===== src/hht_pkg.sv =====
`timescale 1ns / 1ps

package hht_pkg;

   // Byte values that steer the parser.
   localparam logic [7:0] CHAR_CR    = 8'h0D;
   localparam logic [7:0] CHAR_LF    = 8'h0A;
   localparam logic [7:0] CHAR_COLON = 8'h3A;
   localparam logic [7:0] CHAR_SPACE = 8'h20;

   localparam int unsigned LIMIT_WIDTH = 10;
   localparam logic [LIMIT_WIDTH-1:0] LIMIT_RESET = 10'd255;

   // Token classes.
   localparam logic [3:0] CLS_SKIPPED  = 4'd0;
   localparam logic [3:0] CLS_KEY      = 4'd1;
   localparam logic [3:0] CLS_COLON    = 4'd2;
   localparam logic [3:0] CLS_SPACE    = 4'd3;
   localparam logic [3:0] CLS_VALUE    = 4'd4;
   localparam logic [3:0] CLS_LINE_CR  = 4'd5;
   localparam logic [3:0] CLS_LINE_LF  = 4'd6;
   localparam logic [3:0] CLS_END_CR   = 4'd7;
   localparam logic [3:0] CLS_END_LF   = 4'd8;
   localparam logic [3:0] CLS_IGNORED  = 4'd9;

   // Error codes.
   localparam logic [2:0] ERR_NONE        = 3'd0;
   localparam logic [2:0] ERR_EMPTY_KEY   = 3'd1;
   localparam logic [2:0] ERR_KEY_BREAK   = 3'd2;
   localparam logic [2:0] ERR_NO_SPACE    = 3'd3;
   localparam logic [2:0] ERR_EMPTY_VALUE = 3'd4;
   localparam logic [2:0] ERR_TOO_LONG    = 3'd5;
   localparam logic [2:0] ERR_LINE_CR     = 3'd6;
   localparam logic [2:0] ERR_END_CR      = 3'd7;

   // One result beat.
   typedef struct packed {
      logic [3:0] token_class;
      logic       token_first;
      logic       headers_done;
      logic [2:0] error_code;
   } result_type;

endpackage


===== src/hht_parser.sv =====
`timescale 1ns / 1ps

module hht_parser import hht_pkg::*; (
   input  logic                   clock,
   input  logic                   reset,
   input  logic                   step_en,
   input  logic [7:0]             data_byte,
   input  logic                   restart,
   input  logic [LIMIT_WIDTH-1:0] value_limit,
   output result_type             result
);

   typedef enum logic [3:0] {
      ST_START  = 4'd0,
      ST_KEY    = 4'd1,
      ST_COLON  = 4'd2,
      ST_SPACE  = 4'd3,
      ST_VALUE  = 4'd4,
      ST_CR     = 4'd5,
      ST_LF     = 4'd6,
      ST_END_CR = 4'd7,
      ST_DONE   = 4'd8,
      ST_ERROR  = 4'd9
   } parse_state_type;

   parse_state_type        state_ff, state_in, cur_state;
   logic [LIMIT_WIDTH-1:0] value_count_ff, value_count_in, cur_count;
   logic                   key_count_ff, key_count_in, cur_key;
   logic [2:0]             error_ff, error_in, cur_error;
   logic                   is_cr, is_lf, is_colon, is_space;

   assign is_cr    = (data_byte == CHAR_CR);
   assign is_lf    = (data_byte == CHAR_LF);
   assign is_colon = (data_byte == CHAR_COLON);
   assign is_space = (data_byte == CHAR_SPACE);

   // A restart beat is handled as if the parser had just come out of reset.
   assign cur_state = restart ? ST_START : state_ff;
   assign cur_count = restart ? '0 : value_count_ff;
   assign cur_key   = restart ? 1'b0 : key_count_ff;
   assign cur_error = restart ? ERR_NONE : error_ff;

   always_comb begin
      state_in           = cur_state;
      value_count_in     = cur_count;
      key_count_in       = cur_key;
      error_in           = cur_error;
      result.token_class = CLS_IGNORED;
      result.token_first = 1'b0;
      result.headers_done = 1'b0;

      unique case (cur_state)
         ST_START, ST_LF: begin
            if (cur_state == ST_START && (is_cr || is_lf)) begin
               result.token_class = CLS_SKIPPED;
            end else if (cur_state == ST_LF && is_cr) begin
               state_in           = ST_END_CR;
               result.token_class = CLS_END_CR;
            end else if (is_colon) begin
               key_count_in = 1'b0;
               state_in     = ST_ERROR;
               error_in     = ERR_EMPTY_KEY;
            end else if (is_cr || is_lf) begin
               key_count_in = 1'b0;
               state_in     = ST_ERROR;
               error_in     = ERR_KEY_BREAK;
            end else begin
               state_in           = ST_KEY;
               key_count_in       = 1'b1;
               result.token_first = 1'b1;
               result.token_class = CLS_KEY;
            end
         end
         ST_KEY: begin
            if (is_colon) begin
               if (!cur_key) begin
                  state_in = ST_ERROR;
                  error_in = ERR_EMPTY_KEY;
               end else begin
                  state_in           = ST_COLON;
                  result.token_class = CLS_COLON;
               end
            end else if (is_cr || is_lf) begin
               state_in = ST_ERROR;
               error_in = ERR_KEY_BREAK;
            end else begin
               key_count_in       = 1'b1;
               result.token_class = CLS_KEY;
            end
         end
         ST_COLON: begin
            if (is_space) begin
               state_in           = ST_SPACE;
               result.token_class = CLS_SPACE;
            end else begin
               state_in = ST_ERROR;
               error_in = ERR_NO_SPACE;
            end
         end
         ST_SPACE: begin
            if (is_cr) begin
               state_in = ST_ERROR;
               error_in = ERR_EMPTY_VALUE;
            end else begin
               state_in           = ST_VALUE;
               value_count_in     = '0;
               result.token_first = 1'b1;
               result.token_class = CLS_VALUE;
            end
         end
         ST_VALUE: begin
            if (is_cr) begin
               state_in           = ST_CR;
               result.token_class = CLS_LINE_CR;
            end else if (cur_count >= value_limit) begin
               state_in = ST_ERROR;
               error_in = ERR_TOO_LONG;
            end else begin
               value_count_in     = cur_count + 1'b1;
               result.token_class = CLS_VALUE;
            end
         end
         ST_CR: begin
            if (is_lf) begin
               state_in           = ST_LF;
               result.token_class = CLS_LINE_LF;
            end else begin
               state_in = ST_ERROR;
               error_in = ERR_LINE_CR;
            end
         end
         ST_END_CR: begin
            if (is_lf) begin
               state_in            = ST_DONE;
               result.headers_done = 1'b1;
               result.token_class  = CLS_END_LF;
            end else begin
               state_in = ST_ERROR;
               error_in = ERR_END_CR;
            end
         end
         default: begin
            // Done, error and unused codes: the byte is ignored.
            result.token_class = CLS_IGNORED;
         end
      endcase

      result.error_code = error_in;
   end

   always_ff @(posedge clock) begin
      if (reset) begin
         state_ff       <= ST_START;
         value_count_ff <= '0;
         key_count_ff   <= 1'b0;
         error_ff       <= ERR_NONE;
      end else if (step_en) begin
         state_ff       <= state_in;
         value_count_ff <= value_count_in;
         key_count_ff   <= key_count_in;
         error_ff       <= error_in;
      end
   end

endmodule


===== src/http_header_tokenizer.sv =====
`timescale 1ns / 1ps

// HTTP header tokenizer. Each request beat carries one raw byte of an HTTP
// request header block; each response beat tags that byte with its role
// (key, colon, space, value, line break, end of block, skipped or ignored),
// flags the first byte of every key and value, marks the LF that closes the
// empty final line, and reports the sticky syntax error seen so far. There
// is exactly one response beat per request beat, in order. The block takes
// one byte per clock cycle while the response side does not stall: the
// byte is held in an input register, the parser state advances through
// combinational logic, and the tag is held in a result register that drives
// the response side, where it leaves once the response side does not stall.
// The per-byte state update in the parser is the loop that sets this rate.
// While the response side stalls, the block holds two bytes, one in each
// register, and then stalls the request side. A request beat with restart
// set returns the parser to its start state before the byte is handled. The
// value length limit is written through the csr port, which is always
// ready; write it only while no bytes are in flight.

module http_header_tokenizer import hht_pkg::*; (
   input  logic                   clock,
   input  logic                   reset,
   // Request channel: raw header bytes.
   input  logic                   req_valid,
   output logic                   req_stall,
   input  logic [7:0]             req_data_byte,
   input  logic                   req_restart,
   // Response channel: one tag per byte.
   output logic                   rsp_valid,
   input  logic                   rsp_stall,
   output logic [3:0]             rsp_token_class,
   output logic                   rsp_token_first,
   output logic                   rsp_headers_done,
   output logic [2:0]             rsp_error_code,
   // Configuration: value length limit.
   input  logic                   csr_valid,
   output logic                   csr_ready,
   input  logic [LIMIT_WIDTH-1:0] csr_data
);

   logic                   in_valid_ff, in_valid_in;
   logic [7:0]             in_byte_ff;
   logic                   in_restart_ff;
   logic                   rsp_valid_ff, rsp_valid_in;
   result_type             rsp_ff;
   result_type             step_result;
   logic [LIMIT_WIDTH-1:0] value_limit_ff;
   logic                   advance;
   logic                   req_take;
   logic                   step_en;

   // The result register can load when it is empty or its beat leaves now.
   assign advance   = !rsp_valid_ff || !rsp_stall;
   // The input register takes a new beat when it is empty or its own beat moves on.
   assign req_stall = in_valid_ff && !advance;
   assign req_take  = req_valid && !req_stall;
   assign step_en   = in_valid_ff && advance;
   assign csr_ready = 1'b1;

   always_comb begin
      in_valid_in = in_valid_ff;
      if (req_take) begin
         in_valid_in = 1'b1;
      end else if (advance) begin
         in_valid_in = 1'b0;
      end

      rsp_valid_in = rsp_valid_ff;
      if (advance) begin
         rsp_valid_in = step_en;
      end
   end

   hht_parser u_parser (
      .clock       (clock),
      .reset       (reset),
      .step_en     (step_en),
      .data_byte   (in_byte_ff),
      .restart     (in_restart_ff),
      .value_limit (value_limit_ff),
      .result      (step_result)
   );

   always_ff @(posedge clock) begin
      if (reset) begin
         in_valid_ff    <= 1'b0;
         rsp_valid_ff   <= 1'b0;
         value_limit_ff <= LIMIT_RESET;
      end else begin
         in_valid_ff  <= in_valid_in;
         rsp_valid_ff <= rsp_valid_in;
         if (csr_valid && csr_ready) begin
            value_limit_ff <= csr_data;
         end
      end
      // Payload registers carry no reset.
      if (req_take) begin
         in_byte_ff    <= req_data_byte;
         in_restart_ff <= req_restart;
      end
      if (step_en) begin
         rsp_ff <= step_result;
      end
   end

   assign rsp_valid        = rsp_valid_ff;
   assign rsp_token_class  = rsp_ff.token_class;
   assign rsp_token_first  = rsp_ff.token_first;
   assign rsp_headers_done = rsp_ff.headers_done;
   assign rsp_error_code   = rsp_ff.error_code;

endmodule


===== config.mk =====
export PLATFORM = sky130hd
export DESIGN_NAME = http_header_tokenizer
export DESIGN_NICKNAME = d
export VERILOG_FILES = /design/src/hht_pkg.sv /design/src/hht_parser.sv /design/src/http_header_tokenizer.sv
export SDC_FILE = /design/constraint.sdc
export NUM_CORES = 1
export LEC_CHECK = 0
export ABC_CLOCK_PERIOD_IN_PS = 3500
export BUFFER_PORTS_ARGS = -buffer_cell sky130_fd_sc_hd__buf_2
export CAP_MARGIN = 10
export CORE_ASPECT_RATIO = 0.5
export CORE_MARGIN = 5
export CORE_UTILIZATION = 44
export DETAILED_ROUTE_END_ITERATION = 12
export GPL_TIMING_DRIVEN = 1
export SLEW_MARGIN = 20
export SYNTH_ARGS = -nofsm -noshare
export SYNTH_HDL_FRONTEND = slang
export SYNTH_SLANG_ARGS = --single-unit

===== constraint.sdc =====
create_clock -name clock -period 3.5 [get_ports clock]
set_input_delay 0.35 -clock clock [delete_from_list [all_inputs] [get_ports clock]]
set_output_delay 0.35 -clock clock [all_outputs]
set_load 0.01 [all_outputs]

After elaboration in Yosys (flattened, before gate mapping)
Index checks and enable logic that the tools add are counted.
- bits in registers: 48
- bits of input ports: 24
- output and inout bits: 12
- word-level logic and storage cells: 97
- add/sub/neg operators: 1
- $lt $le $gt $ge: 1
- equality and inequality tests: 11
- multiplexer cells: 57
- reductions and logical operators: 14
- operators by type and width (operator ; number):
    $mux 4 ; 18
    $pmux 4 s7 ; 2
    $mux 10 ; 4
    $mux 3 ; 13
    $pmux 3 s7 ; 1
    $pmux 10 s2 ; 1
    $eq 4x3->1 const B ; 4
    $eq 8x4->1 const B ; 2
    $eq 8x6->1 const B ; 2
    $mux 5 ; 3
    $mux 1 ; 13
    $add 10x1->10 const B ; 1
    $ge 10x10->1 ; 1
    $eq 4x2->1 const B ; 2
    $logic_and 1x1->1 ; 5
    $eq 4x1->1 const B ; 1
    $logic_not 1->1 ; 4
    $logic_not 4->1 ; 1
    $pmux 1 s2 ; 2
    $logic_or 1x1->1 ; 2
    $reduce_bool 2->1 ; 1
    $reduce_or 2->1 ; 1

Depth between registers and ports, before layout
Gate-level depths: netlist of the first run.
- word-level depth: 7
- gate-level depth with buffers: 12

Cells and area by module
From an unflattened synthesis of the first run, not the netlist that was laid out.
- cell total of the unflattened synthesis: 347
- area total of the unflattened synthesis: 3108.0 µm²
- modules (own cells, without submodules) (module ; instances ; cells an instance ; area each (µm²) ; sequential area each (µm²)):
    hht_parser ; 1 ; 285 ; 2105.8 ; 360.3
    http_header_tokenizer ; 1 ; 62 ; 1002.2 ; 780.7

Worst setup path after synthesis of the first run
OpenSTA, ideal clock, no wires.
- path kind: reg2reg
- from: register in_restart_ff
- to: register rsp_ff (netlist bit rsp_error_code[2]), data pin
- data arrival time: 2.822 ns
- slack: 0.423 ns
- cell stages (with the launch flop): 13
- path buffers: 4
- cells stage by stage: edfxtp_1 -> buf_2 -> buf_2 -> buf_2 -> nand2b_1 -> ha_1 -> nor3b_1 -> o21ai_0 -> maj3_1 -> a21o_1 -> clkbuf_1 -> a21oi_1 -> a21bo_2
- RTL lines (item ; RTL line ; source):
    from (decl) ; http_header_tokenizer.sv:43 ; logic in_restart_ff;
    from (signal assigned) ; http_header_tokenizer.sv:99 ; in_restart_ff <= req_restart;
    to (signal assigned) ; http_header_tokenizer.sv:102 ; rsp_ff <= step_result;
    to (decl) ; http_header_tokenizer.sv:45 ; result_type rsp_ff;

==> results.sh, run 1 <==
export IMPL_h_tree_depth=2
export IMPL_ys_seq_area_frac=0.383
export IMPL_relSlewSlack=0.403
export IMPL_final_setup_tns_ps=0
export IMPL_worstPathCellList="nor2b_1 > ha_1 > o211ai_1 > o21ai_0 > maj3_1 > a21o_1 > a2111oi_4 > nand2_1"
export IMPL_synth_edf_count=18
export IMPL_pin_count=36
export IMPL_viasPerCell=6.02
export IMPL_grt_pass1_wl_um=13700
export IMPL_cts_buffer_depth=2
export IMPL_clock_power_share=0.411
export IMPL_synthFlopType="dfxtp_1"
export IMPL_cts_sinks=48
export IMPL_syn_nets=381
export IMPL_end_kind="register"
export IMPL_place_gp_congestion=0.958
export IMPL_p_sw_uw=351
export IMPL_required_ps=3540
export IMPL_outcome="complete, no violations"
export IMPL_seqCellArea_mm2=0.00114
export IMPL_first_pass_iters=4
export IMPL_fp_dieArea_mm2=0.00863
export IMPL_critical_path_buf_inv_count=0
export IMPL_cts_setup_buffers=0
export IMPL_syn_avg_cell_area_um2=8.60
export IMPL_cts_hold_buffers=0
export IMPL_synth_async_sr_flop_share=0
export IMPL_ys_warn_count=0
export IMPL_ctsResizeCount=0
export IMPL_final_setup_skew_ps=8.63
export IMPL_hold_class="primary input to register"
export IMPL_seqPwrFrac=0.471
export IMPL_postRouteAntennaNets=0
export IMPL_max_freq_mhz=324
export IMPL_maxCapViolCount=0
export IMPL_antenna_found_initial=0
export IMPL_synth_area_leaders="dfxtp_1, edfxtp_1, nand2_1"
export IMPL_sw_frac_of_total=0.260
export IMPL_wl_per_cell_um=17.5
export IMPL_syn_area_mm2=0.00298
export IMPL_multi_input_area_mm2=0.00168
export IMPL_cts_made_buffers=5
export IMPL_nets=405
export IMPL_cts_root_buf="clkbuf_16"
export IMPL_drive_above_1_share=0.151
export IMPL_drv_slew=0
export IMPL_num_antenna_cells=0
export IMPL_slowest_stage="edfxtp_1"
export IMPL_num_fill_cells=651
export IMPL_die_w_um=126
export IMPL_ir_worst_vdd_mv=0.215
export IMPL_synth_top_area_frac=0.201
export IMPL_critical_path_class="register to register"
export IMPL_wirelength_um=8130
export IMPL_vias=2794
export IMPL_power_leakage_nw=1.36
export IMPL_worst_pin_slew_ps=894
export IMPL_pwr_share_comb=0.118
export IMPL_utilization=0.506
export IMPL_start_util=0.449
export IMPL_yosys_area_top_type="dfxtp_1"
export IMPL_first_iter_violations=215
export IMPL_port_buffers=34
export IMPL_layout_setup_ws_ps=410
export IMPL_dp_cells=456
export IMPL_fin_cells=464
export IMPL_synth_seq_cells=48
export IMPL_yosysUniqueCellTypes=64
export IMPL_drc=0
export IMPL_globalRouteTotalUtil=0.204
export IMPL_period_share=0.883
export IMPL_clkTransAtPathRegs_ps=70
export IMPL_design_core_area_mm2=0.00665
export IMPL_arrival_ps=3130
export IMPL_intPower_uw=1000
export IMPL_netlist_instances=347
export IMPL_path_max_fanout=15
export IMPL_pre_cts_ws_ps=451
export IMPL_grt_max_degree=21
export IMPL_tritoncts="done"
export IMPL_critPathMaxStageDelay_ps=590
export IMPL_worst_setup_path_start_kind="register"
export IMPL_hold_viol=0
export IMPL_area_growth_pct=12.7
export IMPL_place_hpwl_um=5920
export IMPL_path_delay_family="compound AO/OA/AOI/OAI gates"
export IMPL_cellPowerDensity_mw_per_mm2=402
export IMPL_hold_ws_ps=224
export IMPL_finalSetupViolCount=0
export IMPL_min_period_ps=3090
export IMPL_die_height_um=68.2
export IMPL_grt_overflow_total=0
export IMPL_rows=21
export IMPL_grt_pass1_vias=2756
export IMPL_clock_latency_ps=300
export IMPL_rsz0062_at_grt="no"
## sequential cells by signal (all words and copies together), names as in the netlist
name / flops
u_parser.value_count_ff: 10
in_byte_ff: 8
rsp_error_code: 3
rsp_token_first: 1
in_restart_ff: 1
value_limit_ff: 10
u_parser.state_ff: 4
rsp_headers_done: 1
u_parser.error_ff: 3
rsp_token_class: 4
in_valid_ff: 1
u_parser.key_count_ff: 1
rsp_valid: 1
## routing by layer
metal	routed length, um	global-route usage	up-vias
li1	-	-	1345
met1	3670	0.269	1318
met2	3490	0.323	120
met3	848	0.0530	11
met4	128	0.0816	0
met5	0	0	-
## stage by stage
step / cell area [um2] / power (mW)
final: 3360 / 1.35
after global routing: 3360 / 1.41
after CTS: 3360 / 1.36
after detailed placement: 3190 / 0.807
after global placement: 3190 / 0.804
after floorplan: 2980 / 0.755
## Yosys cell counts, drive strengths merged, types with 3 or more instances
master and n:
nor4b 3, nand3 10, nand2 40, a21o 3
dfxtp 30, nand2b 4, mux2i 5, a211oi 4
nand4 4, or3 3, o211ai 13, a31oi 4
nor2 28, and2 3, nor2b 14, clkbuf 10
edfxtp 18, a221o 3, o311ai 4, ha 10
nor3 11, a21oi 25, inv 17, o21ai 21
o22ai 4, nor4 5, or4 3, buf 9
a311oi 4
## placed cells by master (no fill, tap or decap), drive strengths merged, types with 3 or more instances in the layout
cell / instances
o21ai: 21
nand2b: 4
nor4b: 3
nand2: 40
or3: 3
a221o: 3
o22ai: 4
or4: 3
and2: 3
a311oi: 4
nand4: 4
a21o: 3
dfxtp: 30
a31oi: 4
nor2: 28
ha: 10
nor3: 11
o211ai: 13
a211oi: 4
o311ai: 4
buf: 36
nor2b: 14
inv: 17
nor4: 5
mux2i: 5
clkbuf: 7
nand3: 10
a21oi: 25
edfxtp: 18
## layout make-up
cell class,instances,area share
clock buffers,7,0.0488
clock inverters,1,0.00261
inverters,17,0.0190
multi-input cells,263,0.501
flip-flops and latches,48,0.340
well taps,92,0.0343
repair buffers,36,0.0551
## power by group through the flow
stage | logic (mW) | clock network [mW] | registers, mW
after floorplan | 0.118 | 0 | 0.637
after global placement | 0.157 | 0 | 0.647
after detailed placement | 0.159 | 0 | 0.648
after CTS | 0.160 | 0.561 | 0.636
after global routing | 0.180 | 0.590 | 0.640
final | 0.160 | 0.555 | 0.636
## cell families after synthesis
kind of cell | count (synthesis) | share of synthesized area
muxes | 5 | 0.0168
adders and majority gates | 11 | 0.0453
AOI/OAI and AO/OA | 103 | 0.245
and+or+nand+nor | 142 | 0.253
xor gates and xnor gates | 1 | 0.00294
buffers and inverters | 36 | 0.0533
other | 1 | 0.00126
DFF | 48 | 0.383
## worst paths after layout
check / start / end / slack, ps / cells after the start
min reg2reg: u_parser.value_count_ff[9] / u_parser.value_count_ff[9] / 490 / 1
max: in_restart_ff / rsp_error_code[0] / 410 / 8
max reg2reg: in_restart_ff / rsp_error_code[0] / 410 / 8
min: req_data_byte[7] / in_byte_ff[7] / 220 / 1
Power figures use the tool's default switching activity.
==> run 2: changes to the inputs <==
--- a/config.mk
+++ b/config.mk
@@ -13,6 +13,7 @@
 export CORE_UTILIZATION = 44
 export DETAILED_ROUTE_END_ITERATION = 12
 export GPL_TIMING_DRIVEN = 1
+export RECOVER_POWER = 50
 export SLEW_MARGIN = 20
 export SYNTH_ARGS = -nofsm -noshare
 export SYNTH_HDL_FRONTEND = slang
==> run 2 against run 1 <==
  * Count of clock-buffer cells in the layout did not move
  * Worst setup slack got worse by 2.1 ps
  * Register-to-register slack barely moved
  * First-iteration DRC count rose by 5.1%
  * Sequential power barely moved
  * Die area did not move
  * Cell count did not move
==> results.sh, run 2 (synthesis results as in run 1) <==
export IMPL_ctsResizeCount=0
export IMPL_die_w_um=126
export IMPL_start_util=0.449
export IMPL_critical_path_class="register to register"
export IMPL_cts_hold_buffers=0
export IMPL_finalSetupViolCount=0
export IMPL_ir_worst_vdd_mv=0.214
export IMPL_seqCellArea_mm2=0.00114
export IMPL_worst_setup_path_start_kind="register"
export IMPL_grt_pass1_vias=2756
export IMPL_antenna_found_initial=0
export IMPL_num_fill_cells=658
export IMPL_num_antenna_cells=0
export IMPL_globalRouteTotalUtil=0.204
export IMPL_area_growth_pct=12.1
export IMPL_cts_root_buf="clkbuf_16"
export IMPL_stdcell_area_mm2=0.00334
export IMPL_place_gp_congestion=0.958
export IMPL_design_core_area_mm2=0.00665
export IMPL_place_hpwl_um=5920
export IMPL_hold_class="primary input to register"
export IMPL_clkTransAtPathRegs_ps=70
export IMPL_cts_made_buffers=5
export IMPL_drc=0
export IMPL_grt_overflow_total=0
export IMPL_tritoncts="done"
export IMPL_path_max_fanout=15
export IMPL_wl_per_cell_um=17.6
export IMPL_end_kind="register"
export IMPL_nets=405
export IMPL_cts_buffer_depth=2
export IMPL_wirelength_um=8180
export IMPL_relSlewSlack=0.359
export IMPL_cts_setup_buffers=0
export IMPL_required_ps=3540
export IMPL_fp_dieArea_mm2=0.00863
export IMPL_hold_viol=0
export IMPL_final_setup_skew_ps=8.18
export IMPL_period_share=0.883
export IMPL_grt_pass1_wl_um=13700
export IMPL_hold_path_depth=1
export IMPL_die_height_um=68.2
export IMPL_grt_max_degree=21
export IMPL_cts_sinks=48
export IMPL_postRouteAntennaNets=0
export IMPL_vias=2797
export IMPL_clock_latency_ps=300
export IMPL_h_tree_depth=2
export IMPL_rsz0062_at_grt="no"
export IMPL_viasPerCell=6.03
export IMPL_power_leakage_nw=1.32
export IMPL_reg_top3="u_parser.value_count_ff (10), value_limit_ff (10), in_byte_ff (8)"
export IMPL_multi_input_area_mm2=0.00168
export IMPL_min_period_ps=3090
export IMPL_port_buffers=34
export IMPL_final_setup_tns_ps=0
export IMPL_cellPowerDensity_mw_per_mm2=404
export IMPL_worst_pin_slew_ps=962
export IMPL_arrival_ps=3130
export IMPL_reg2reg_depth=8
export IMPL_pin_count=36
export IMPL_drive_above_1_share=0.113
export IMPL_first_pass_iters=6
export IMPL_maxCapViolCount=0
export IMPL_rows=21
export IMPL_outcome="complete, no violations"
export IMPL_dpl_cell_area_mm2=0.00319
export IMPL_first_iter_violations=226
export IMPL_max_freq_mhz=323
export IMPL_drv_slew=0
export IMPL_final_common_cell="nand2_1"
export IMPL_final_cell_mix="nand2_1, dfxtp_1, nor2_1"
export IMPL_ff2ff_setup_slack_ps=410
run 2: cell types whose count changed in the layout (fill, tap and decap cells not counted):
cell      previous run  this run
buf_2               34        20
clkbuf_1             0        14
run 2: where the power goes:
group | switching (mW) | internal, mW | leakage (nW)
clock | 0.225 | 0.330 | 0.0852
sequential | 0.0273 | 0.609 | 0.417
combinational | 0.0994 | 0.0591 | 0.817
run 2: metrics by stage:
stage	worst slack, ps	instances	total power [mW]	hold WS (ps)	util
after floorplan	423	347	0.755	446	-
after global placement	568	456	0.804	456	0.480
after detailed placement	451	456	0.807	475	0.480
after CTS	421	464	1.36	219	0.506
after global routing	223	464	1.41	222	0.503
final	408	464	1.35	224	0.503
run 2: metal layers:
layer  track usage  up-vias  part of all wire
met5             0        -                 0
met1         0.269     1302              0.47
met3        0.0530       20             0.086
li1              -     1348                 -
met4        0.0816        0             0.020
met2         0.323      127              0.42
run 2: final timing paths:
check / from / endpoint
max reg2reg: in_restart_ff / rsp_error_code[0]
min: req_data_byte[7] / in_byte_ff[7]
max: in_restart_ff / rsp_error_code[0]
min reg2reg: u_parser.value_count_ff[9] / u_parser.value_count_ff[9]
run 2: final cells by class:
class                           instances  area share
Clock inverter                          1     0.00262
Tap cell                               92      0.0344
Timing Repair Buffer                   36      0.0501
Clock buffer                            7      0.0490
Sequential cell                        48       0.341
Inverter                               17      0.0191
Multi-Input combinational cell        263       0.503
run 2: critical path, cell delays in order, from the launching register on:
cell and delay, ps:
edfxtp_1 590, nor2b_1 400, ha_1 300, o211ai_1 90, o21ai_0 110, maj3_1 390, a21o_1 410, a2111oi_4 460
nand2_1 90
